## src/sv/dpe_pkg.sv

```systemverilog
package dpe_pkg;

	localparam int DATA_W   = 32;
	localparam int WIDE_W   = 64;
	localparam int STEP_W   = 24;
	localparam int GAIN_W   = 31;
	localparam int ADDR_W   = 5;
	localparam int STEP_FRAC = 24;

	localparam int FRACTION_BITS_DEF = 24;
	localparam int CORDIC_STEPS_DEF  = 24;

	// CORDIC datapath: Q2.30 values with headroom for the angle wrap
	localparam int CW       = 35;
	localparam int ATAN_LEN = 30;
	localparam int ATAN_W   = 30;
	localparam int CNT_W    = $clog2(ATAN_LEN);

	localparam logic signed [CW-1:0] Q30_PI      = 35'sd3373259426;
	localparam logic signed [CW-1:0] Q30_TWO_PI  = 35'sd6746518852;
	localparam logic signed [CW-1:0] Q30_HALF_PI = 35'sd1686629713;
	localparam logic signed [CW-1:0] Q30_GAIN    = 35'sd652032874;

	localparam logic signed [WIDE_W-1:0] SAT_HI = 64'sd2147483647;
	localparam logic signed [WIDE_W-1:0] SAT_LO = -64'sd2147483648;

	localparam logic [STEP_W-1:0] STEP_TIME_RST    = 24'd16777;
	localparam logic [GAIN_W-1:0] GRAVITY_GAIN_RST = 31'd1006632960;
	localparam logic [GAIN_W-1:0] ACCEL_GAIN_RST   = 31'd100663296;
	localparam logic [GAIN_W-1:0] DAMPING_GAIN_RST = 31'd0;
	localparam logic [DATA_W-1:0] INIT_ANGLE_RST   = 32'd0;

	typedef enum logic [2:0] {
		REG_STEP_TIME,
		REG_GRAVITY_GAIN,
		REG_ACCEL_GAIN,
		REG_DAMPING_GAIN,
		REG_INIT_ANGLE
	} reg_idx_t;

	typedef struct packed {
		logic [STEP_W-1:0] step_time;
		logic [GAIN_W-1:0] gravity_gain;
		logic [GAIN_W-1:0] accel_gain;
		logic [GAIN_W-1:0] damping_gain;
		logic [DATA_W-1:0] initial_angle;
	} cfg_t;

	typedef struct packed {
		logic              go;
		logic              dt;
		logic [DATA_W-1:0] a;
		logic [DATA_W-1:0] b;
	} mul_req_t;

	typedef struct packed {
		logic              valid;
		logic [DATA_W-1:0] res;
	} mul_rsp_t;

	typedef struct packed {
		logic              start;
		logic [DATA_W-1:0] angle;
	} cdc_req_t;

	typedef struct packed {
		logic              busy;
		logic [DATA_W-1:0] sin;
		logic [DATA_W-1:0] cos;
	} cdc_rsp_t;

	typedef enum logic [2:0] {
		C_IDLE,
		C_MOD,
		C_WRAP,
		C_FOLD,
		C_ROT,
		C_OUT
	} cdc_state_t;

	typedef enum logic [3:0] {
		S_IDLE,
		S_ACC,
		S_DAMP,
		S_DA,
		S_WAIT_SC,
		S_GRAV,
		S_ACOS,
		S_ALPHA,
		S_DV,
		S_UPD
	} seq_state_t;

	function automatic logic [DATA_W-1:0] sat32(input logic signed [WIDE_W-1:0] v);
		if (v > SAT_HI) return DATA_W'(SAT_HI);
		if (v < SAT_LO) return DATA_W'(SAT_LO);
		return DATA_W'(v);
	endfunction

	// arctangent of 2^-i in Q2.30, truncated
	function automatic logic [ATAN_W-1:0] atan_q30(input logic [CNT_W-1:0] i);
		logic [ATAN_W-1:0] r;
		case (i)
			5'd0:  r = 30'h3243F6A8;
			5'd1:  r = 30'h1DAC6705;
			5'd2:  r = 30'h0FADBAFC;
			5'd3:  r = 30'h07F56EA6;
			5'd4:  r = 30'h03FEAB76;
			5'd5:  r = 30'h01FFD55B;
			5'd6:  r = 30'h00FFFAAA;
			5'd7:  r = 30'h007FFF55;
			5'd8:  r = 30'h003FFFEA;
			5'd9:  r = 30'h001FFFFD;
			5'd10: r = 30'h000FFFFF;
			5'd11: r = 30'h0007FFFF;
			5'd12: r = 30'h0003FFFF;
			5'd13: r = 30'h0001FFFF;
			5'd14: r = 30'h0000FFFF;
			5'd15: r = 30'h00007FFF;
			5'd16: r = 30'h00003FFF;
			5'd17: r = 30'h00001FFF;
			5'd18: r = 30'h00000FFF;
			5'd19: r = 30'h000007FF;
			5'd20: r = 30'h000003FF;
			5'd21: r = 30'h000001FF;
			5'd22: r = 30'h000000FF;
			5'd23: r = 30'h0000007F;
			5'd24: r = 30'h0000003F;
			5'd25: r = 30'h0000001F;
			5'd26: r = 30'h0000000F;
			5'd27: r = 30'h00000007;
			5'd28: r = 30'h00000003;
			5'd29: r = 30'h00000001;
			default: r = '0;
		endcase
		return r;
	endfunction

endpackage

```

## src/sv/dpe_mul.sv

```systemverilog
module dpe_mul import dpe_pkg::*; #(
	parameter int FRACTION_BITS = FRACTION_BITS_DEF
) (
	input  logic     clk,
	input  logic     arst_n,
	input  mul_req_t req,
	output mul_rsp_t rsp
);

	localparam logic signed [WIDE_W-1:0] RND_F  = WIDE_W'(1) <<< (FRACTION_BITS - 1);
	localparam logic signed [WIDE_W-1:0] RND_DT = WIDE_W'(1) <<< (STEP_FRAC - 1);

	logic                     vld_s1, dt_s1, vld_q;
	logic signed [WIDE_W-1:0] prod_s1;
	logic signed [WIDE_W-1:0] sum, shifted;
	logic [DATA_W-1:0]        res_q;

	always_ff @(posedge clk or negedge arst_n) begin
		if (!arst_n) begin
			vld_s1 <= 1'b0;
			vld_q  <= 1'b0;
		end else begin
			vld_s1 <= req.go;
			vld_q  <= vld_s1;
		end
	end

	always_ff @(posedge clk) begin
		prod_s1 <= WIDE_W'($signed(req.a)) * WIDE_W'($signed(req.b));
		dt_s1   <= req.dt;
		res_q   <= sat32(shifted);
	end

	// round half up, then drop the fraction bits of the product
	always_comb begin
		sum     = prod_s1 + (dt_s1 ? RND_DT : RND_F);
		shifted = dt_s1 ? (sum >>> STEP_FRAC) : (sum >>> FRACTION_BITS);
	end

	assign rsp.valid = vld_q;
	assign rsp.res   = res_q;

endmodule

```

## config.mk

```make
export PLATFORM = sky130hd
export DESIGN_NAME = dpe_mul
export DESIGN_NICKNAME = d
export VERILOG_FILES = /design/src/sv/dpe_pkg.sv /design/src/sv/dpe_mul.sv
export SDC_FILE = /design/constraint.sdc
export NUM_CORES = 2
export LEC_CHECK = 0
export BUFFER_PORTS_ARGS = -buffer_cell sky130_fd_sc_hd__buf_2
export CAP_MARGIN = 20
export CORE_ASPECT_RATIO = 1.25
export CORE_MARGIN = 2
export CORE_UTILIZATION = 55
export CTS_CLUSTER_SIZE = 24
export DETAILED_ROUTE_END_ITERATION = 12
export HOLD_SLACK_MARGIN = 0.1
export PLACE_DENSITY = 0.81
export SLEW_MARGIN = 40
export SYNTH_ARGS = -nofsm -noshare
export SYNTH_HDL_FRONTEND = slang
export SYNTH_SLANG_ARGS = --single-unit
```

## constraint.sdc

```tcl
create_clock -name clk -period 4.4 [get_ports clk]
set_input_delay 1.1 -clock clk [delete_from_list [all_inputs] [get_ports clk]]
set_output_delay 1.1 -clock clk [all_outputs]
set_load 0.05 [all_outputs]
```

==> metrics.md <==
| Metric | Value |
|---|---|
| Clk_lat worst skew | `340 ps` |
| Area share of and/or/nand/nor cells after synthesis | `0.1613` |
| Synth Area in XOR/XNOR | `0.01925` |
| Async S/R FF share, synth | `0.02667` |
| DR DRC count | `0` |
| Post-route ant nets | `0` |
| Number of global-route vias before repair | `35710` |
| Pre-Repair DR Iteration Count | `6` |
| Sequential fraction of the synthesis area | `0.03954` |
| Fin cells | `5457` |
| DIE AREA | `0.07164 sq mm` |
| Crit Path Max Fanout | `6` |
| Die Height | `298.8 microns` |
| Final hold violations | `0` |
| Worst Hold Class | `reg2reg` |
| Largest family of logic cells by synthesized area | `adder cells` |
| Warnings, synthesis | `0` |
| P&R area growth vs syn | `22.47%` |
| Clock net sink count | `between 70 and 80` |
| GPL Wtd Cong | `0.9817` |
| Core region area | `0.06905 sq mm` |
| Post-CTS Hold Buffers | `0` |
| RSZ-0062 raised after global routing | `yes` |
| WS Path Type | `in2reg` |
| Tmin final | `roughly 8000 ps` |
| DRT iter0 DRCs | `2585` |
| Commonest non-fill, non-tap cell in the layout | `fa_1` |
| CTS tree | `done` |
| Nets | `just under 6000` |
| Max clock buf depth | `2` |
| Final Skew | `7.026 ps` |
| CTS Buf Count | `9` |
| Post-synth EDFFs | `0` |
| Initial antenna violation count | `5` |
| Cell area after layout | `0.04681 sq mm` |
| Yosys cell types | `69` |
| Mapped Cells | `4044` |
| DR WL/cell | `23.29 microns` |
| Post-Place Setup Slack | `-4128 ps` |
| Synth Flop Type | `dfxtp_1` |
| Post-Synth Adder-Cell Area | `0.6254` |
| H-Tree Depth | `3` |
| Layout cells sized above 1 | `0.2246` |
| Final wirelength | `127100 microns` |
| GRT Total Usage | `0.3575` |
| FF+latch count, synth | `75` |
| Buffers on Ports | `99` |
| WP data arrival | `a little over 8000 ps` |
| Worst-margin pin slew | `920.9 ps` |
| Compound-Gate Fraction of Synth Area | `0.03594` |
| Filler cell count | `4551` |
| Setup ws final | `-3678 ps` |
| Outcome | `finished, violations left` |
| Synthesized area | `0.03823 sq mm` |
| Hold Worst Slack | `about 370 ps` |
| Post-DP HPWL | `between 90000 and 100000 microns` |
| Max Cap Viol | `0` |
| Root Driver | `clkbuf_16` |
| Placed insts | `5354` |
| Initial Utilization | `0.5536` |
| Vias/cell | `about 5.7` |
| Die width | `between 200 and 250 microns` |
| Max-slew headroom | `0.3804` |
| Critical path launch point type | `input pin` |
| Max Clk Rate | `123.8 MHz` |
| Gr ovfl total | `0` |
| Avg Cell Area, Syn | `between 9 and 10 sq um` |
| Number of setup violations in the final report | `41` |
| CP Capture Type | `flip-flop` |
| Slew Viols, Final | `0` |
| Post-synthesis mux area share | `0.0008510` |
| First-pass GRT wire length | `about 190000 microns` |
| Required @ worst endpoint | `4620 ps` |
| Part of the cycle the worst path needs | `1.836` |
| Placed cell areas | `0.04366 sq mm` |
| Most frequent cells in the layout | `fa_1 (1007), inv_1 (929), nand2_1 (511)` |
| Post-Syn Nets | `5374` |
| DR vias | `31220` |
| Pin count of the biggest net entering global routing | `32` |
| Clock slew seen by the registers of the worst setup and hold paths | `60 ps` |
| Violated checks | `setup timing` |
| Core Rows | `approximately 110` |
| Io pins | `101` |
-- layout make-up --
type | count | area, sq um | area share
inverters | 973 | 3665 | 0.07828
multi-input cells | 2779 | 33790 | 0.7217
repair buffers | 676 | 6394 | 0.1366
diodes | 3 | 7.507 | 0.0001604
clock buffers | 9 | 225.2 | 0.004811
well taps | 935 | 1170 | 0.02499
clock inverters | 7 | 56.30 | 0.001203
flip-flops and latches | 75 | 1511 | 0.03229
-- critical path, stage by stage --
cell and delay [ps]:
buf_12 120, buf_12 150, and2_4 140, fa_2 600, fa_1 440, fa_2 670, buf_12 140, buf_12 120
fa_1 440, fa_1 510, fa_2 810, fa_1 530, fa_1 510, ha_2 420, a21oi_1 80, o21ai_1 220
nand4_1 190, and3_4 240, o21ai_4 110, a41oi_2 190, o21a_1 280, o211a_1 250
-- per-layer routing --
| layer | vias up | global-route usage | routed length [microns] |
|---|---|---|---|
| met4 | 2 | 0.3101 | 14380 |
| met3 | 968 | 0.08683 | 13240 |
| met5 | - | 0 | 10 |
| met2 | 2043 | 0.6126 | 62810 |
| met1 | 15650 | 0.3627 | 36670 |
| li1 | 12550 | - | - |
-- cell usage after synthesis (2+ instances only) --
library cell | count | area share
and2_1 | 504 | 0.082
o2111ai_1 | 3 | 0.00069
o21ai_0 | 27 | 0.0035
nand3_1 | 28 | 0.0037
a21oi_1 | 53 | 0.0069
o21ai_1 | 29 | 0.0038
dfxtp_1 | 73 | 0.038
buf_6 | 3 | 0.00088
a221oi_1 | 2 | 0.00046
a31oi_1 | 8 | 0.0013
o21a_1 | 7 | 0.0014
xor2_1 | 30 | 0.0069
dfrtp_1 | 2 | 0.0013
o21bai_1 | 6 | 0.0012
nand4_1 | 21 | 0.0034
nand2b_1 | 9 | 0.0015
a41oi_1 | 3 | 0.00069
nor2_1 | 41 | 0.0040
inv_1 | 973 | 0.096
ha_1 | 181 | 0.059
or4_1 | 3 | 0.00059
clkbuf_2 | 3 | 0.00039
nor4_1 | 4 | 0.00065
fa_1 | 1081 | 0.57
a211o_1 | 2 | 0.00046
nor3_1 | 20 | 0.0026
a211oi_1 | 3 | 0.00059
or3_1 | 5 | 0.00082
nor2b_1 | 30 | 0.0049
mux2_2 | 2 | 0.00059
clkbuf_1 | 207 | 0.020
nand2_1 | 528 | 0.052
o31ai_1 | 4 | 0.00079
a311oi_1 | 2 | 0.00046
o21ai_2 | 2 | 0.00046
xnor2_1 | 54 | 0.012
buf_2 | 3 | 0.00039
and3_1 | 14 | 0.0023
o211ai_1 | 8 | 0.0016
a21o_1 | 37 | 0.0073
-- repair_timing --
action,4_1_cts,5_1_grt
buffers inserted,47,36
gates resized for setup,352,152
gates cloned,10,2
pin swaps,137,128
endpoints found under the setup margin,41,41
-- logic make-up (layout without fill, tap and decap cells) --
kind of cell | Yosys count | in the layout
simple gates | 1217 | 1217
mux | 3 | 3
flops | 75 | 75
other cells | 0 | 3
buf+inv | 1190 | 1665
fa+ha+maj | 1262 | 1262
xor+xnor | 84 | 84
compound gates | 213 | 213
-- state kept, by name, summed over array words and instances (netlist names) --
| register | flops |
|---|---|
| prod_s1 | 41 |
| res_q | 32 |
| vld_q | 1 |
| vld_s1 | 1 |
-- final timing paths --
path | startpoint | to | slack (ps) | depth (start not counted)
worst max-delay path | req[63] | prod_s1[55] | -3680 | 22
worst min-delay path | vld_s1 | vld_q | 370 | 0
worst max register to register | prod_s1[24] | res_q[23] | 430 | 10
worst min register to register | vld_s1 | vld_q | 370 | 0
max in group asynchronous | arst_n | vld_q | 3780 | 1
min in group asynchronous | arst_n | vld_s1 | 530 | 1
-- metrics by stage --
stage / utilization / TNS, ps
floorplan: - / -115780
global placement: 0.6322 / -144380
detailed placement: 0.6322 / -147830
CTS: 0.6648 / -122820
global route: 0.6779 / -135930
finish: 0.6780 / -132360
Power is left out: the tool's default activity adds up to more than one toggle a clock period on the data nets, which glitch-free logic cannot reach.
