**config.mk**
```make
export PLATFORM = sky130hd
export DESIGN_NAME = dpe_regs
export DESIGN_NICKNAME = d
export VERILOG_FILES = /design/src/sv/dpe_pkg.sv /design/src/sv/dpe_regs.sv
export SDC_FILE = /design/constraint.sdc
export NUM_CORES = 1
export LEC_CHECK = 0
export BUFFER_PORTS_ARGS = -buffer_cell sky130_fd_sc_hd__buf_4
export CAP_MARGIN = 20
export CORE_MARGIN = 4
export CORE_UTILIZATION = 50
export CTS_CLUSTER_DIAMETER = 40
export DETAILED_ROUTE_END_ITERATION = 12
export GPL_ROUTABILITY_DRIVEN = 0
export PLACE_DENSITY_LB_ADDON = 0.08
export SLEW_MARGIN = 15
export SYNTH_ARGS = -nofsm -noshare
export SYNTH_HDL_FRONTEND = slang
export SYNTH_SLANG_ARGS = --single-unit
```
**constraint.sdc**
```tcl
create_clock -name clk -period 3.3 [get_ports clk]
set_input_delay 0.33 -clock clk [delete_from_list [all_inputs] [get_ports clk]]
set_output_delay 0.33 -clock clk [all_outputs]
set_load 0.005 [all_outputs]
```
**src/sv/dpe_pkg.sv**
```systemverilog
package dpe_pkg;

	localparam int DATA_W   = 32;
	localparam int WIDE_W   = 64;
	localparam int STEP_W   = 24;
	localparam int GAIN_W   = 31;
	localparam int ADDR_W   = 5;
	localparam int STEP_FRAC = 24;

	localparam int FRACTION_BITS_DEF = 24;
	localparam int CORDIC_STEPS_DEF  = 24;

	// CORDIC datapath: Q2.30 values with headroom for the angle wrap
	localparam int CW       = 35;
	localparam int ATAN_LEN = 30;
	localparam int ATAN_W   = 30;
	localparam int CNT_W    = $clog2(ATAN_LEN);

	localparam logic signed [CW-1:0] Q30_PI      = 35'sd3373259426;
	localparam logic signed [CW-1:0] Q30_TWO_PI  = 35'sd6746518852;
	localparam logic signed [CW-1:0] Q30_HALF_PI = 35'sd1686629713;
	localparam logic signed [CW-1:0] Q30_GAIN    = 35'sd652032874;

	localparam logic signed [WIDE_W-1:0] SAT_HI = 64'sd2147483647;
	localparam logic signed [WIDE_W-1:0] SAT_LO = -64'sd2147483648;

	localparam logic [STEP_W-1:0] STEP_TIME_RST    = 24'd16777;
	localparam logic [GAIN_W-1:0] GRAVITY_GAIN_RST = 31'd1006632960;
	localparam logic [GAIN_W-1:0] ACCEL_GAIN_RST   = 31'd100663296;
	localparam logic [GAIN_W-1:0] DAMPING_GAIN_RST = 31'd0;
	localparam logic [DATA_W-1:0] INIT_ANGLE_RST   = 32'd0;

	typedef enum logic [2:0] {
		REG_STEP_TIME,
		REG_GRAVITY_GAIN,
		REG_ACCEL_GAIN,
		REG_DAMPING_GAIN,
		REG_INIT_ANGLE
	} reg_idx_t;

	typedef struct packed {
		logic [STEP_W-1:0] step_time;
		logic [GAIN_W-1:0] gravity_gain;
		logic [GAIN_W-1:0] accel_gain;
		logic [GAIN_W-1:0] damping_gain;
		logic [DATA_W-1:0] initial_angle;
	} cfg_t;

	typedef struct packed {
		logic              go;
		logic              dt;
		logic [DATA_W-1:0] a;
		logic [DATA_W-1:0] b;
	} mul_req_t;

	typedef struct packed {
		logic              valid;
		logic [DATA_W-1:0] res;
	} mul_rsp_t;

	typedef struct packed {
		logic              start;
		logic [DATA_W-1:0] angle;
	} cdc_req_t;

	typedef struct packed {
		logic              busy;
		logic [DATA_W-1:0] sin;
		logic [DATA_W-1:0] cos;
	} cdc_rsp_t;

	typedef enum logic [2:0] {
		C_IDLE,
		C_MOD,
		C_WRAP,
		C_FOLD,
		C_ROT,
		C_OUT
	} cdc_state_t;

	typedef enum logic [3:0] {
		S_IDLE,
		S_ACC,
		S_DAMP,
		S_DA,
		S_WAIT_SC,
		S_GRAV,
		S_ACOS,
		S_ALPHA,
		S_DV,
		S_UPD
	} seq_state_t;

	function automatic logic [DATA_W-1:0] sat32(input logic signed [WIDE_W-1:0] v);
		if (v > SAT_HI) return DATA_W'(SAT_HI);
		if (v < SAT_LO) return DATA_W'(SAT_LO);
		return DATA_W'(v);
	endfunction

	// arctangent of 2^-i in Q2.30, truncated
	function automatic logic [ATAN_W-1:0] atan_q30(input logic [CNT_W-1:0] i);
		logic [ATAN_W-1:0] r;
		case (i)
			5'd0:  r = 30'h3243F6A8;
			5'd1:  r = 30'h1DAC6705;
			5'd2:  r = 30'h0FADBAFC;
			5'd3:  r = 30'h07F56EA6;
			5'd4:  r = 30'h03FEAB76;
			5'd5:  r = 30'h01FFD55B;
			5'd6:  r = 30'h00FFFAAA;
			5'd7:  r = 30'h007FFF55;
			5'd8:  r = 30'h003FFFEA;
			5'd9:  r = 30'h001FFFFD;
			5'd10: r = 30'h000FFFFF;
			5'd11: r = 30'h0007FFFF;
			5'd12: r = 30'h0003FFFF;
			5'd13: r = 30'h0001FFFF;
			5'd14: r = 30'h0000FFFF;
			5'd15: r = 30'h00007FFF;
			5'd16: r = 30'h00003FFF;
			5'd17: r = 30'h00001FFF;
			5'd18: r = 30'h00000FFF;
			5'd19: r = 30'h000007FF;
			5'd20: r = 30'h000003FF;
			5'd21: r = 30'h000001FF;
			5'd22: r = 30'h000000FF;
			5'd23: r = 30'h0000007F;
			5'd24: r = 30'h0000003F;
			5'd25: r = 30'h0000001F;
			5'd26: r = 30'h0000000F;
			5'd27: r = 30'h00000007;
			5'd28: r = 30'h00000003;
			5'd29: r = 30'h00000001;
			default: r = '0;
		endcase
		return r;
	endfunction

endpackage

```
**src/sv/dpe_regs.sv**
```systemverilog
module dpe_regs import dpe_pkg::*; (
	input  logic              clk,
	input  logic              arst_n,
	input  logic              psel,
	input  logic              penable,
	input  logic              pwrite,
	input  logic [ADDR_W-1:0] paddr,
	input  logic [DATA_W-1:0] pwdata,
	output logic [DATA_W-1:0] prdata,
	output logic              pready,
	output cfg_t              cfg,
	output logic              angle_load,
	output logic [DATA_W-1:0] angle_init
);

	cfg_t     cfg_q;
	reg_idx_t idx;
	logic     wr;

	assign idx    = reg_idx_t'(paddr[ADDR_W-1:2]);
	assign wr     = psel && penable && pwrite;
	assign pready = 1'b1;
	assign cfg    = cfg_q;
	assign angle_load = wr && (idx == REG_INIT_ANGLE);
	// the written value itself, so the angle state loads on the same edge
	assign angle_init = pwdata;

	always_ff @(posedge clk or negedge arst_n) begin
		if (!arst_n) begin
			cfg_q.step_time     <= STEP_TIME_RST;
			cfg_q.gravity_gain  <= GRAVITY_GAIN_RST;
			cfg_q.accel_gain    <= ACCEL_GAIN_RST;
			cfg_q.damping_gain  <= DAMPING_GAIN_RST;
			cfg_q.initial_angle <= INIT_ANGLE_RST;
		end else if (wr) begin
			unique case (idx)
				REG_STEP_TIME:    cfg_q.step_time     <= pwdata[STEP_W-1:0];
				REG_GRAVITY_GAIN: cfg_q.gravity_gain  <= pwdata[GAIN_W-1:0];
				REG_ACCEL_GAIN:   cfg_q.accel_gain    <= pwdata[GAIN_W-1:0];
				REG_DAMPING_GAIN: cfg_q.damping_gain  <= pwdata[GAIN_W-1:0];
				REG_INIT_ANGLE:   cfg_q.initial_angle <= pwdata;
				default: ;
			endcase
		end
	end

	always_comb begin
		unique case (idx)
			REG_STEP_TIME:    prdata = DATA_W'(cfg_q.step_time);
			REG_GRAVITY_GAIN: prdata = DATA_W'(cfg_q.gravity_gain);
			REG_ACCEL_GAIN:   prdata = DATA_W'(cfg_q.accel_gain);
			REG_DAMPING_GAIN: prdata = DATA_W'(cfg_q.damping_gain);
			REG_INIT_ANGLE:   prdata = cfg_q.initial_angle;
			default:          prdata = '0;
		endcase
	end

endmodule

```
==> out/qor.yml, run 1 <==
synth:
  syn-cell-area_um2: 7100
  yosys_warnings: 0
  syn_nets: 544
  postSynthCellCount: 502
  synth.area.mux_share_pct: 30.0
  yosysTopAreaCellShare_pct: 48.6
  synth_flop_cell: "dfrtp_1"
  synth_most_common_cell: "dfrtp_1"
  synth-seq-area-share_pct: 52.7
  synthArstFlopShare_pct: 100
  synth_xor_xnor_area_share_pct: 0
  synth_edf_count: 0
  synth.area.top_cells: "dfrtp_1, mux2_2, mux2_4, dfstp_2, buf_4"
  synth_compound_area_share_pct: 8.56
  ys_seq_elements: 149
  yosysUniqueCellTypes: 30
  synth-simple-area-share_pct: 1.69
  synthAdderAreaFrac_pct: 0
  synth_top_family_by_area: "multiplexers"
  yosys-top-cells-count: "dfrtp_1, mux2_2, buf_4, a22oi_1, mux2_4"
  post-synth-top-area-cell: "dfrtp_1"
  avgSynthCellArea_um2: 14.2
clocking:
  cts.clk_slew.worst_paths_ns: 0.06
  clkLatencyLatePin_ns: 0.41
  numCtsBuffers: 17
  max-clock-path-buffers: 2
  hold_buffers: 0
  cts.sink_count: 149
  post_cts_buffers: 0
  ctsHtreeMaxLevel: 4
  cts_root_buf: "clkbuf_16"
  cts_tree: "yes"
  cts_resized: 0
timing:
  drv_slew: 0
  report.final.hold_viol_count: 5
  min_period_ns: 2.35
  slew_headroom_pct: 45.3
  hold_slack_ns: -0.0143
  skew_ns: 0
  setup-tns-final_ns: 0
  grt_setup_unrepaired: "no"
  setup_violations: 0
  fmax_ghz: 0.425
  post-route-period-util_pct: 71.3
  worst_pin_slew_ns: 0.821
setup_path:
  cp_max_fo: 40
  cp_common_cell: "buf_4"
  cpPeakStageDelay_ns: 0.44
  crit_start: "paddr[3]"
  r2r_start: "cfg[50]"
  setup.reg_to_reg.worst_slack_ns: 2.46
  required_ns: 2.97
  rr_endpoint: "cfg[50]"
  worst-setup-path-type: "input pin to output port"
  setup.worst_path.end: "prdata[0]"
  crit_path_cell_trace: "buf_4 > nor2b_2 > buf_4 > a2bb2oi_1 > o21ai_0 > buf_4"
  crit_buf_inv: 3
  cp_num_cells: 6
  r2r_cells: 1
  critPathSlowestCell: "buf_4"
  arrival_ns: 2.02
  endpoint_kind: "output port"
  start_kind: "input pin"
  cp_top_family: "buffers and inverters"
global_routing:
  grt_use_total_pct: 25.6
  grt_pass1_wl_um: 31800
  first_global_vias: 5501
  grt_max_degree: 88
  met2_usage_pct: 41.4
  overflow: 0
  grtUsageMet1_pct: 32.6
  gr-max-usage-layer: "met2"
  gr-usage-met3_pct: 8.03
  antenna_found_initial: 0
job:
  max-cap-violations: 0
die:
  die_x_um: 127
  die_h_um: 127
  num_io_pins: 257
  start_util_pct: 51.2
  fp-row-count: 43
  core_area_um2: 13900
  dieArea_um2: 16200
power:
  ir_drop_mv: 0.437
  power_density_nw_per_um2: 616
  leakage_nw: 4.60
drt:
  route.detailed.drc: 0
  vias: 5140
  drtPass1Iterations: 5
  drtIter0Drc: 370
  wl_um: 20500
  drt-vias-per-instance: 5.64
  wire_per_inst_um: 22.5
  postRouteAntennaNets: 0
run_status:
  violations: "hold timing"
  outcome: "finished, violations left"
place:
  hpwl_um: 13900
  numPortBuffers: 253
  dpl_cell_area_um2: 8910
  place_inst: 881
layout:
  multiInputGateArea_um2: 2890
  largest_register_ff_count: 149
  drive_above_1_share_pct: 64.6
  antennaDiodeCount: 0
  final_cell_area_um2: 9480
  area_growth_pct: 33.4
  fillers: 1051
  fin_nets: 762
  regArea_um2: 3740
  fin_util_pct: 68.3
  stdcell_count: 911
worst_hold_path:
  hp-class: "input pin to asynchronous set/reset pin"
==> report_power, final <==
| group | total [W] | switching [W] | internal (W) |
|---|---|---|---|
| Sequential | 0.00251 | 0.000304 | 0.00221 |
| Clock | 0.00185 | 0.000715 | 0.00114 |
| Combinational | 0.00147 | 0.000533 | 0.000937 |
| Total | 0.00583 | 0.00155 | 0.00428 |
==> metrics by stage <==
step / worst slack, ns / total power, W
CTS: 0.947 / 0.00590
global placement: 0.911 / 0.00397
global route: 0.891 / 0.00614
detailed placement: 0.898 / 0.00403
floorplan: 1.54 / 0.00308
finish: 0.947 / 0.00583
==> per-layer routing <==
layer | wire length [um] | vias to the layer above
li1 | - | 2280
met1 | 7920 | 2590
met2 | 10200 | 248
met3 | 1950 | 22
met4 | 379 | 0
met5 | 0 | -
==> area by class of cell <==
class	count	share of cell area [%]
sequential	149	39.5
multi-input combinational	282	30.5
timing repair buffer	269	21.6
clock buffer	20	4.82
tap	180	2.38
clock inverter	10	1.14
inverter	1	0.0396
==> layout by cell type (no fill, tap or decap), types with 2 or more instances in the layout <==
cell type / n
clkinv_2: 5
mux2i_1: 7
mux2_4: 30
nor2b_4: 2
clkinvlp_4: 3
buf_12: 2
bufinv_16: 2
buf_4: 266
clkbuf_8: 2
o21ai_0: 23
dfrtp_1: 138
o22ai_1: 7
mux2_2: 123
a32oi_1: 24
dfstp_2: 11
mux2_1: 20
a22oi_1: 30
clkbuf_16: 17
==> worst min-delay path by stage <==
stage,from,end,slack (ns),cells after the start
after global placement,arst_n,cfg[37],0.45,1
after detailed placement,arst_n,cfg[37],0.46,1
after global routing,arst_n,cfg[37],0.05,1
after floorplan,arst_n,cfg[0],0.03,0
after CTS,arst_n,cfg[37],0.02,1
final,arst_n,cfg[37],-0.01,1
==> kinds of logic after synthesis <==
| family | count (synthesis) |
|---|---|
| compound gates | 86 |
| simple gates | 15 |
| mux | 180 |
| buf+inv | 71 |
| flops | 149 |
| other cells | 1 |
(Power assumes the default switching activity.)
==> run 2: changes to the inputs <==
Settings changed: CORE_UTILIZATION 50 to 45.
Clock period 3.3 ns to 2.1 ns, I/O delays scaled along.
==> out/qor.yml, run 2 (synthesis results as in run 1) <==
drt:
  wire_per_inst_um: 22.1  # -1.5%
  drt-vias-per-instance: 5.52  # -2.2%
  postRouteAntennaNets: 0  # unchanged
  route.detailed.drc: 0  # unchanged
  vias: 5282  # +2.8%
  drtPass1Iterations: 4  # -1
  wl_um: 21200  # +3.5%
  drtIter0Drc: 214  # -42%
setup_path:
  critPathSlowestCell: "buf_4"
  required_ns: 1.89  # -1.08 ns
  cp_max_fo: 19  # -53%
  crit_path_cell_trace: "buf_4 > nor2b_4 > buf_4 > a22oi_1 > o21ai_0 > buf_4"
  worst-setup-path-type: "input pin to output port"
  start_kind: "input pin"
  arrival_ns: 1.63  # -0.39 ns
  endpoint_kind: "output port"
  cp_common_cell: "buf_4"
  cpPeakStageDelay_ns: 0.31  # -0.13 ns
  crit_start: "paddr[2]"
  r2r_start: "cfg[14]"
timing:
  skew_ns: 0  # unchanged
  worst_pin_slew_ns: 0.506  # -0.315 ns
  grt_setup_unrepaired: "no"
  setup_slack_ns: 0.264  # -0.683 ns
  slew_headroom_pct: 66.3  # +21 points
  setup-tns-final_ns: 0  # unchanged
  min_period_ns: 1.84
  drv_slew: 0  # unchanged
  fmax_ghz: 0.545
  post-route-period-util_pct: 87.4
  setup_violations: 0  # unchanged
  report.final.hold_viol_count: 0  # -5
layout:
  fillers: 1258  # +20%
  layout_commonest_cell: "buf_4"
  mostFrequentLayoutCells: "buf_4, dfrtp_1, mux2_2"
  antennaDiodeCount: 0  # unchanged
  largest_register_ff_count: 149  # unchanged
  area_growth_pct: 36.0
  fin_nets: 775  # +1.7%
  drive_above_1_share_pct: 65.3  # +0.71 points
die:
  die_x_um: 134  # +5.1%
  fp-row-count: 45  # +4.7%
  die_h_um: 134  # +5.1%
  num_io_pins: 257  # unchanged
  dieArea_um2: 17900  # +10%
  core_area_um2: 15300  # +10%
  start_util_pct: 46.4  # -4.8 points
power:
  pwr-share-clk_pct: 32.4  # +0.7 points
  power_frac_comb_pct: 25.1  # about the same
  power_density_nw_per_um2: 962  # +56%
  p_sw_w: 0.00250  # +61%
  seq_power_share_pct: 42.6  # -0.5 points
  cellInternalPower_w: 0.00679  # +59%
  switching_share_pct: 26.9  # +0.33 points
  leakage_nw: 4.69  # +1.8%
  ir_drop_mv: 0.570  # +31%
clocking:
  cts_root_buf: "clkbuf_16"
  cts.clk_slew.worst_paths_ns: 0.06  # about the same
  numCtsBuffers: 17  # unchanged
  ctsHtreeMaxLevel: 4  # unchanged
  max-clock-path-buffers: 2  # unchanged
  clkLatencyLatePin_ns: 0.41  # about the same
  cts_resized: 0  # unchanged
  cts_tree: "yes"
  cts.sink_count: 149  # unchanged
global_routing:
  first_global_vias: 5778  # +5.0%
  grt_max_degree: 55  # -38%
  grt_use_total_pct: 23.7  # -2.0 points
  overflow: 0  # unchanged
  grt_pass1_wl_um: 32800  # +3.2%
  antenna_found_initial: 0  # unchanged
place:
  numPortBuffers: 253  # unchanged
  preCtsSetupSlack_ns: 0.199  # -0.699 ns
  hpwl_um: 14700  # +5.6%
worst_hold_path:
  hp-class: "input pin to register"
  hp-start: "pwdata[30]"
run_status:
  outcome: "completed"
job:
  max-cap-violations: 0  # unchanged
## run 2: cell types whose count changed in the layout (fill, tap and decap cells not counted), sizes merged
cell,change
clkinv,+2
buf,+12
dlygate4sd3,+1
## run 2: power groups by stage
stage / clock network, W / registers, W / logic, W
2_1_floorplan: 0 / 0.00393 / 0.000911
3_3_place_gp: 0 / 0.00396 / 0.00232
3_5_place_dp: 0 / 0.00399 / 0.00236
4_1_cts: 0.00307 / 0.00395 / 0.00237
5_1_grt: 0.00320 / 0.00403 / 0.00253
6_report: 0.00301 / 0.00396 / 0.00233
## run 2: critical path, delay by kind of cell
kind,cells,cell delay (ns)
and+or+nand+nor,1,0.22
buffers and inverters,3,0.77
AOI/OAI and AO/OA,2,0.42
## run 2: final cells by class
cell class	count	area (um2)	share of cell area, %
clock buffer	20	467	4.83
multi-input combinational	282	2890	29.9
tap	211	264	2.73
sequential	149	3740	38.7
clock inverter	12	129	1.33
timing repair buffer	282	2160	22.4
inverter	1	3.75	0.0389
## run 2: layer usage
layer | track usage [%] | wire length (um)
met1 | 28.5 | 8450
met2 | 39.9 | 10500
met3 | 7.40 | 1740
met4 | 9.03 | 473
met5 | 0 | 0
## run 2: timing repair
action / in CTS / in global routing
hold buffers: 1 / 0
setup buffers: 0 / 0
endpoints found under the hold margin: 49 / 0
## run 2: final timing paths
check	depth (start not counted)	slack, ns	end
setup / recovery	6	0.26	prdata[13]
hold / removal	2	0.04	cfg[30]
setup reg to reg	1	1.26	cfg[14]
hold reg to reg	1	0.52	cfg[12]
max in group asynchronous	3	1.03	cfg[128]
min in group asynchronous	2	0.31	cfg[68]
## run 2: stage by stage
step | hold slack (ns) | cell area, um2 | instances | power [W] | util (%)
2_1_floorplan | -0.0856 | 7100 | 502 | 0.00484 | -
3_3_place_gp | 0.179 | 9050 | 924 | 0.00627 | 59.1
3_5_place_dp | 0.185 | 9050 | 924 | 0.00635 | 59.1
4_1_cts | 0.0280 | 9660 | 957 | 0.00939 | 63.1
5_1_grt | 0.0360 | 9660 | 957 | 0.00976 | 63.1
6_report | 0.0437 | 9660 | 957 | 0.00930 | 63.1
