--- config.mk ---
export PLATFORM = sky130hd
export DESIGN_NAME = dpe_seq_flat
export DESIGN_NICKNAME = d
export VERILOG_FILES = /design/src/sv/dpe_pkg.sv /design/src/sv/dpe_in_if.sv /design/src/sv/dpe_out_if.sv /design/src/sv/dpe_seq.sv /design/src/flat_wrapper.sv
export SDC_FILE = /design/constraint.sdc
export NUM_CORES = 1
export LEC_CHECK = 0
export BUFFER_PORTS_ARGS = -buffer_cell sky130_fd_sc_hd__buf_2
export CORE_UTILIZATION = 40
export DETAILED_ROUTE_END_ITERATION = 16
export SYNTH_ARGS = -nofsm -noshare
export SYNTH_HDL_FRONTEND = slang
export SYNTH_SLANG_ARGS = --single-unit
--- constraint.sdc ---
create_clock -name clk -period 5.7 [get_ports clk]
set_clock_uncertainty 0.05 [all_clocks]
set_input_delay 1.14 -clock clk [delete_from_list [all_inputs] [get_ports clk]]
set_output_delay 1.14 -clock clk [all_outputs]
set_load 0.1 [all_outputs]
--- src/sv/dpe_pkg.sv ---
package dpe_pkg;

	localparam int DATA_W   = 32;
	localparam int WIDE_W   = 64;
	localparam int STEP_W   = 24;
	localparam int GAIN_W   = 31;
	localparam int ADDR_W   = 5;
	localparam int STEP_FRAC = 24;

	localparam int FRACTION_BITS_DEF = 24;
	localparam int CORDIC_STEPS_DEF  = 24;

	// CORDIC datapath: Q2.30 values with headroom for the angle wrap
	localparam int CW       = 35;
	localparam int ATAN_LEN = 30;
	localparam int ATAN_W   = 30;
	localparam int CNT_W    = $clog2(ATAN_LEN);

	localparam logic signed [CW-1:0] Q30_PI      = 35'sd3373259426;
	localparam logic signed [CW-1:0] Q30_TWO_PI  = 35'sd6746518852;
	localparam logic signed [CW-1:0] Q30_HALF_PI = 35'sd1686629713;
	localparam logic signed [CW-1:0] Q30_GAIN    = 35'sd652032874;

	localparam logic signed [WIDE_W-1:0] SAT_HI = 64'sd2147483647;
	localparam logic signed [WIDE_W-1:0] SAT_LO = -64'sd2147483648;

	localparam logic [STEP_W-1:0] STEP_TIME_RST    = 24'd16777;
	localparam logic [GAIN_W-1:0] GRAVITY_GAIN_RST = 31'd1006632960;
	localparam logic [GAIN_W-1:0] ACCEL_GAIN_RST   = 31'd100663296;
	localparam logic [GAIN_W-1:0] DAMPING_GAIN_RST = 31'd0;
	localparam logic [DATA_W-1:0] INIT_ANGLE_RST   = 32'd0;

	typedef enum logic [2:0] {
		REG_STEP_TIME,
		REG_GRAVITY_GAIN,
		REG_ACCEL_GAIN,
		REG_DAMPING_GAIN,
		REG_INIT_ANGLE
	} reg_idx_t;

	typedef struct packed {
		logic [STEP_W-1:0] step_time;
		logic [GAIN_W-1:0] gravity_gain;
		logic [GAIN_W-1:0] accel_gain;
		logic [GAIN_W-1:0] damping_gain;
		logic [DATA_W-1:0] initial_angle;
	} cfg_t;

	typedef struct packed {
		logic              go;
		logic              dt;
		logic [DATA_W-1:0] a;
		logic [DATA_W-1:0] b;
	} mul_req_t;

	typedef struct packed {
		logic              valid;
		logic [DATA_W-1:0] res;
	} mul_rsp_t;

	typedef struct packed {
		logic              start;
		logic [DATA_W-1:0] angle;
	} cdc_req_t;

	typedef struct packed {
		logic              busy;
		logic [DATA_W-1:0] sin;
		logic [DATA_W-1:0] cos;
	} cdc_rsp_t;

	typedef enum logic [2:0] {
		C_IDLE,
		C_MOD,
		C_WRAP,
		C_FOLD,
		C_ROT,
		C_OUT
	} cdc_state_t;

	typedef enum logic [3:0] {
		S_IDLE,
		S_ACC,
		S_DAMP,
		S_DA,
		S_WAIT_SC,
		S_GRAV,
		S_ACOS,
		S_ALPHA,
		S_DV,
		S_UPD
	} seq_state_t;

	function automatic logic [DATA_W-1:0] sat32(input logic signed [WIDE_W-1:0] v);
		if (v > SAT_HI) return DATA_W'(SAT_HI);
		if (v < SAT_LO) return DATA_W'(SAT_LO);
		return DATA_W'(v);
	endfunction

	// arctangent of 2^-i in Q2.30, truncated
	function automatic logic [ATAN_W-1:0] atan_q30(input logic [CNT_W-1:0] i);
		logic [ATAN_W-1:0] r;
		case (i)
			5'd0:  r = 30'h3243F6A8;
			5'd1:  r = 30'h1DAC6705;
			5'd2:  r = 30'h0FADBAFC;
			5'd3:  r = 30'h07F56EA6;
			5'd4:  r = 30'h03FEAB76;
			5'd5:  r = 30'h01FFD55B;
			5'd6:  r = 30'h00FFFAAA;
			5'd7:  r = 30'h007FFF55;
			5'd8:  r = 30'h003FFFEA;
			5'd9:  r = 30'h001FFFFD;
			5'd10: r = 30'h000FFFFF;
			5'd11: r = 30'h0007FFFF;
			5'd12: r = 30'h0003FFFF;
			5'd13: r = 30'h0001FFFF;
			5'd14: r = 30'h0000FFFF;
			5'd15: r = 30'h00007FFF;
			5'd16: r = 30'h00003FFF;
			5'd17: r = 30'h00001FFF;
			5'd18: r = 30'h00000FFF;
			5'd19: r = 30'h000007FF;
			5'd20: r = 30'h000003FF;
			5'd21: r = 30'h000001FF;
			5'd22: r = 30'h000000FF;
			5'd23: r = 30'h0000007F;
			5'd24: r = 30'h0000003F;
			5'd25: r = 30'h0000001F;
			5'd26: r = 30'h0000000F;
			5'd27: r = 30'h00000007;
			5'd28: r = 30'h00000003;
			5'd29: r = 30'h00000001;
			default: r = '0;
		endcase
		return r;
	endfunction

endpackage

--- src/sv/dpe_in_if.sv ---
interface dpe_in_if import dpe_pkg::*; ();
	logic              valid;
	logic              ready;
	logic [DATA_W-1:0] cart_accel;

	modport source(output valid, output cart_accel, input ready);
	modport sink(input valid, input cart_accel, output ready);
endinterface

--- src/sv/dpe_out_if.sv ---
interface dpe_out_if import dpe_pkg::*; ();
	logic              valid;
	logic              ready;
	logic [DATA_W-1:0] pole_angle;
	logic [DATA_W-1:0] pole_rate;

	modport source(output valid, output pole_angle, output pole_rate, input ready);
	modport sink(input valid, input pole_angle, input pole_rate, output ready);
endinterface

--- src/sv/dpe_seq.sv ---
module dpe_seq import dpe_pkg::*; (
	input  logic              clk,
	input  logic              arst_n,
	dpe_in_if.sink            accel,
	dpe_out_if.source         pole,
	input  cfg_t              cfg,
	input  logic              angle_load,
	input  logic [DATA_W-1:0] angle_init,
	output mul_req_t          mul_req,
	input  mul_rsp_t          mul_rsp,
	output cdc_req_t          cdc_req,
	input  cdc_rsp_t          cdc_rsp
);

	seq_state_t state_q, state_d;

	logic              pend_q, out_vld_q;
	logic [DATA_W-1:0] angle_q, rate_q, accel_q;
	logic [DATA_W-1:0] amul_q, dterm_q, da_q, gterm_q, aterm_q, alpha_q, dv_q;
	logic [DATA_W-1:0] out_angle_q, out_rate_q;
	logic [DATA_W-1:0] alpha_d, angle_d, rate_d;
	logic              accept, is_mul, slot_free, post;

	assign accept    = accel.valid && accel.ready;
	assign slot_free = !out_vld_q || pole.ready;

	always_comb begin
		state_d = state_q;
		unique case (state_q)
			S_IDLE:    if (accel.valid) state_d = S_ACC;
			S_ACC:     if (mul_rsp.valid) state_d = S_DAMP;
			S_DAMP:    if (mul_rsp.valid) state_d = S_DA;
			S_DA:      if (mul_rsp.valid) state_d = S_WAIT_SC;
			S_WAIT_SC: if (!cdc_rsp.busy) state_d = S_GRAV;
			S_GRAV:    if (mul_rsp.valid) state_d = S_ACOS;
			S_ACOS:    if (mul_rsp.valid) state_d = S_ALPHA;
			S_ALPHA:   state_d = S_DV;
			S_DV:      if (mul_rsp.valid) state_d = S_UPD;
			S_UPD:     if (slot_free) state_d = S_IDLE;
			default:   state_d = S_IDLE;
		endcase
	end

	always_comb begin
		accel.ready   = (state_q == S_IDLE);
		cdc_req.start = accept;
		cdc_req.angle = angle_q;
		post          = (state_q == S_UPD) && slot_free;
		is_mul        = 1'b1;
		mul_req.dt    = 1'b0;
		mul_req.a     = '0;
		mul_req.b     = '0;
		unique case (state_q)
			S_ACC: begin
				mul_req.a = DATA_W'(cfg.accel_gain);
				mul_req.b = accel_q;
			end
			S_DAMP: begin
				mul_req.a = DATA_W'(cfg.damping_gain);
				mul_req.b = rate_q;
			end
			S_DA: begin
				mul_req.dt = 1'b1;
				mul_req.a  = DATA_W'(cfg.step_time);
				mul_req.b  = rate_q;
			end
			S_GRAV: begin
				mul_req.a = DATA_W'(cfg.gravity_gain);
				mul_req.b = cdc_rsp.sin;
			end
			S_ACOS: begin
				mul_req.a = amul_q;
				mul_req.b = cdc_rsp.cos;
			end
			S_DV: begin
				mul_req.dt = 1'b1;
				mul_req.a  = DATA_W'(cfg.step_time);
				mul_req.b  = alpha_q;
			end
			default: is_mul = 1'b0;
		endcase
		mul_req.go = is_mul && !pend_q;
	end

	always_comb begin
		alpha_d = sat32(WIDE_W'($signed(gterm_q)) - WIDE_W'($signed(aterm_q))
			- WIDE_W'($signed(dterm_q)));
		angle_d = sat32(WIDE_W'($signed(angle_q)) + WIDE_W'($signed(da_q)));
		rate_d  = sat32(WIDE_W'($signed(rate_q)) + WIDE_W'($signed(dv_q)));
	end

	always_ff @(posedge clk or negedge arst_n) begin
		if (!arst_n) begin
			state_q   <= S_IDLE;
			pend_q    <= 1'b0;
			out_vld_q <= 1'b0;
			angle_q   <= INIT_ANGLE_RST;
			rate_q    <= '0;
		end else begin
			state_q <= state_d;
			if (mul_rsp.valid) pend_q <= 1'b0;
			else if (mul_req.go) pend_q <= 1'b1;
			if (post) out_vld_q <= 1'b1;
			else if (pole.ready) out_vld_q <= 1'b0;
			if (angle_load) angle_q <= angle_init;
			else if (post) begin
				angle_q <= angle_d;
				rate_q  <= rate_d;
			end
		end
	end

	always_ff @(posedge clk) begin
		if (accept) accel_q <= accel.cart_accel;
		if (mul_rsp.valid) begin
			case (state_q)
				S_ACC:  amul_q  <= mul_rsp.res;
				S_DAMP: dterm_q <= mul_rsp.res;
				S_DA:   da_q    <= mul_rsp.res;
				S_GRAV: gterm_q <= mul_rsp.res;
				S_ACOS: aterm_q <= mul_rsp.res;
				S_DV:   dv_q    <= mul_rsp.res;
				default: ;
			endcase
		end
		if (state_q == S_ALPHA) alpha_q <= alpha_d;
		if (post) begin
			out_angle_q <= angle_d;
			out_rate_q  <= rate_d;
		end
	end

	assign pole.valid      = out_vld_q;
	assign pole.pole_angle = out_angle_q;
	assign pole.pole_rate  = out_rate_q;

endmodule

--- src/flat_wrapper.sv ---
// flat-port wrapper written by rule: the top's interface ports become plain ports
module dpe_seq_flat import dpe_pkg::*;
  (clk, arst_n, cfg, angle_load, angle_init, mul_req, mul_rsp, cdc_req, cdc_rsp, accel_valid, accel_cart_accel, accel_ready, pole_valid, pole_pole_angle, pole_pole_rate, pole_ready);
  dpe_in_if accel_i ();
  dpe_out_if pole_i ();
  input  logic clk;
  input  logic arst_n;
  input  cfg_t cfg;
  input  logic angle_load;
  input  logic [DATA_W-1:0] angle_init;
  output mul_req_t mul_req;
  input  mul_rsp_t mul_rsp;
  output cdc_req_t cdc_req;
  input  cdc_rsp_t cdc_rsp;
  input wire logic [$bits(accel_i.valid)-1:0] accel_valid;
  input wire logic [$bits(accel_i.cart_accel)-1:0] accel_cart_accel;
  output wire logic [$bits(accel_i.ready)-1:0] accel_ready;
  output wire logic [$bits(pole_i.valid)-1:0] pole_valid;
  output wire logic [$bits(pole_i.pole_angle)-1:0] pole_pole_angle;
  output wire logic [$bits(pole_i.pole_rate)-1:0] pole_pole_rate;
  input wire logic [$bits(pole_i.ready)-1:0] pole_ready;
  assign accel_i.valid = accel_valid;
  assign accel_i.cart_accel = accel_cart_accel;
  assign accel_ready = accel_i.ready;
  assign pole_valid = pole_i.valid;
  assign pole_pole_angle = pole_i.pole_angle;
  assign pole_pole_rate = pole_i.pole_rate;
  assign pole_i.ready = pole_ready;
  dpe_seq u_core (.clk(clk), .arst_n(arst_n), .accel(accel_i), .pole(pole_i), .cfg(cfg), .angle_load(angle_load), .angle_init(angle_init), .mul_req(mul_req), .mul_rsp(mul_rsp), .cdc_req(cdc_req), .cdc_rsp(cdc_rsp));
endmodule
==> results.json <==
{
  "max_freq_mhz": 207,
  "cts_buffers": 43,
  "synth_ff_type": "edfxtp_1",
  "port_buffers": 448,
  "ctsHoldBuffers": 0,
  "rsz0062_at_grt": "false",
  "hpwl_um": 52200,
  "critPathRequiredTime_ps": 5980,
  "synth.distinct_cells": 85,
  "path_class": "flip-flop to flip-flop",
  "dpl_cell_area_mm2": 0.0243,
  "fin_crit_sh_pct": 84.6,
  "fill_cells": 4768,
  "htree_levels": 2,
  "syn_area_per_cell_um2": 11.5,
  "finalHoldViolCount": 0,
  "core.rowCount": 84,
  "drt_iter0_markers": 1602,
  "clkTransAtPathRegs_ps": 70,
  "gp_congestion": 0.930,
  "track_usage_pct": 25.7,
  "clock-root-buffer": "clkbuf_16",
  "worstHoldPathCells": 2,
  "syn_to_final_growth_pct": 20.8,
  "io_pins": 481,
  "tritoncts": "yes",
  "p_per_area_mw_per_mm2": 644,
  "fin_util_pct": 49.0,
  "worstSetupEndpointType": "flip-flop",
  "ys_warn_count": 0,
  "postLayoutCellArea_mm2": 0.0258,
  "synth_fp_nets": 2298,
  "relSlewSlack_pct": 14.0,
  "post_cts_resize_count": 0,
  "totalNegativeSetupSlack_ps": 0,
  "die_w_um": 233,
  "worst-r2r-cell-count": 14,
  "min_path_type": "flip-flop to flip-flop",
  "async_flop_share_pct": 17.9,
  "synthTopCellsByArea": "edfxtp_1 (45%), dfrtp_1 (8.2%), ha_1 (5.8%)",
  "maxSlewViolCount": 0,
  "die_y_um": 233,
  "arrival_ps": 5100,
  "p_total_mw": 16.6,
  "route.vias.total": 17000,
  "worst_pin_slew_ps": 1290,
  "clk_path_buf_depth": 3,
  "viasPerCell": 5.69,
  "cts_setup_buffers": 0,
  "synth-seq-cells": 390,
  "synth_cells": 1849,
  "final_layout_size_suffix_gt1_share_pct": 26.4,
  "cap_violations": 0,
  "ir_drop_uv": 525,
  "first_pass_iters": 6,
  "path_max_fanout": 31,
  "yosysSeqAreaShare_pct": 53.2,
  "grt_max_degree": 74,
  "cts.sink_count": 390,
  "yosysTopAreaCellShare_pct": 45.0,
  "fin_crit_ps": 4820,
  "initial_core_util_pct": 40.5,
  "antenna_found_initial": 8,
  "clock_latency_ps": 570,
  "grt.overflow.total": 0,
  "fin_hold_ws_ps": 467,
  "status": "completed",
  "antenna_left": 0,
  "drc": 0,
  "die_area_mm2": 0.0543,
  "synth_largest_area_cell": "edfxtp_1",
  "setup_viol": 0,
  "syn_area_mm2": 0.0213,
  "grt_pass1_vias": 16300,
  "wl_per_cell_um": 23.6,
  "fin_nets": 2718,
  "synth_edf_count": 320,
  "crit_path_start_kind": "flip-flop",
  "wl_um": 70700,
  "grt_pass1_wl_um": 102000,
  "coreArea_mm2": 0.0527,
  "p_leak_nw": 11.1
}
-- through the flow --
stage | setup WS (ps) | instances
floorplan | 686 | 1849
global placement | 993 | 2912
detailed placement | 887 | 2912
CTS | 886 | 2991
global route | 690 | 2992
finish | 877 | 2993
-- per-layer routing --
metal	part of all wire, %	wire length [um]	up-vias	GRT usage, %
li1	-	-	7865	-
met2	46	32700	676	41.2
met4	3.5	2450	0	9.46
met1	44	31400	8361	35.5
met5	0	0	-	0
met3	5.8	4120	124	3.32
-- state kept, by name, indices dropped and copies added (netlist names) --
| register | cells |
|---|---|
| u_core.dterm_q | 32 |
| u_core.accel_q | 32 |
| u_core.dv_q | 32 |
| u_core.state_q | 4 |
| u_core.pend_q | 1 |
| u_core.da_q | 32 |
| u_core.amul_q | 32 |
| u_core.pole.pole_rate | 32 |
| u_core.alpha_q | 32 |
| u_core.rate_q | 32 |
| u_core.aterm_q | 32 |
| u_core.gterm_q | 32 |
| u_core.angle_q | 32 |
| u_core.pole.pole_angle | 32 |
| u_core.pole.valid | 1 |
-- cells by family after synthesis --
| group | count (synthesis) | synth area share, % |
|---|---|---|
| multiplexers | 28 | 1.56 |
| AND/OR/NAND/NOR | 443 | 9.71 |
| XOR/XNOR | 78 | 3.20 |
| buffers and inverters | 193 | 3.63 |
| adder cells (fa/ha/maj) | 141 | 9.37 |
| flip-flops | 390 | 53.2 |
| AO/OA/AOI/OAI | 576 | 19.3 |
-- Yosys cell counts (5+ instances only) --
| cell | number |
|---|---|
| or2_2 | 11 |
| xor2_1 | 37 |
| o31ai_1 | 6 |
| a31o_2 | 5 |
| fa_1 | 34 |
| nand4_1 | 13 |
| a21o_1 | 87 |
| o21a_1 | 8 |
| nor3_1 | 19 |
| clkbuf_1 | 75 |
| maj3_1 | 8 |
| o21ai_2 | 5 |
| o21ai_1 | 8 |
| o21ai_0 | 76 |
| and3_1 | 36 |
| o22a_1 | 6 |
| xnor2_1 | 41 |
| inv_1 | 99 |
| nand2_1 | 190 |
| a221o_1 | 38 |
| ha_1 | 99 |
| a21oi_1 | 134 |
| a222oi_1 | 39 |
| and2_1 | 23 |
| nor2_1 | 87 |
| o21bai_1 | 9 |
| a22oi_1 | 56 |
| mux2_2 | 14 |
| dfrtp_1 | 70 |
| mux2i_1 | 10 |
| buf_2 | 11 |
| edfxtp_1 | 320 |
| a31oi_1 | 11 |
| nand2b_1 | 14 |
| or3_1 | 7 |
| nor2b_1 | 9 |
| nand3_1 | 17 |
| a211oi_1 | 13 |
| o211ai_1 | 16 |
-- layout make-up --
cell class,count,area [um2],share of cell area (%)
well taps,688,861,3.34
clock inverters,23,259,1.00
inverters,99,372,1.44
diodes,2,5.00,0.0194
multi-input cells,1266,9270,35.9
flip-flops and latches,390,11400,44.1
clock buffers,56,1230,4.76
repair buffers,469,2420,9.41
-- power by group --
group / switching, mW / leakage, nW / internal [mW]
clock network: 1.17 / 0.717 / 1.75
registers: 0.402 / 3.75 / 3.86
logic: 7.17 / 6.64 / 2.26
-- layout by cell type (no fill, tap or decap), types with 41 or more instances in the layout --
master     netlist  layout
edfxtp_1       320     320
ha_1            99      99
buf_2           11     448
o21ai_0         76      76
nand2_1        190     190
xnor2_1         41      41
dfrtp_1         70      70
a22oi_1         56      56
a21oi_1        134     134
a21o_1          87      87
nor2_1          87      82
clkbuf_16        0      45
inv_1           99      98
-- worst paths after layout --
path                                             start  slack, ps                         endpoint
min in group asynchronous                       arst_n        580   u_core.angle_q[15]$_DFFE_PN0P_
max in group asynchronous                       arst_n       3860    u_core.rate_q[26]$_DFFE_PN0P_
hold reg to reg              u_core.pend_q$_DFFE_PN0P_        470        u_core.pend_q$_DFFE_PN0P_
setup reg to reg           u_core.aterm_q[0]$_DFFE_PP_        880  u_core.alpha_q[7]$_SDFFCE_PN1N_
hold / removal               u_core.pend_q$_DFFE_PN0P_        470        u_core.pend_q$_DFFE_PN0P_
setup / recovery           u_core.aterm_q[0]$_DFFE_PP_        880  u_core.alpha_q[7]$_SDFFCE_PN1N_
-- critical path, stage by stage (launching register included) --
cell      delay [ps]
edfxtp_1         390
fa_1             570
inv_1             50
ha_1             180
or2_2            310
fa_1             400
a21oi_1          210
o211ai_1         210
a211oi_1         330
nor2_1           180
a21oi_1          390
mux2i_1          240
nand4b_1         110
o211a_1          540
a31o_2           420
No activity file was read; power rests on OpenSTA's default activity.
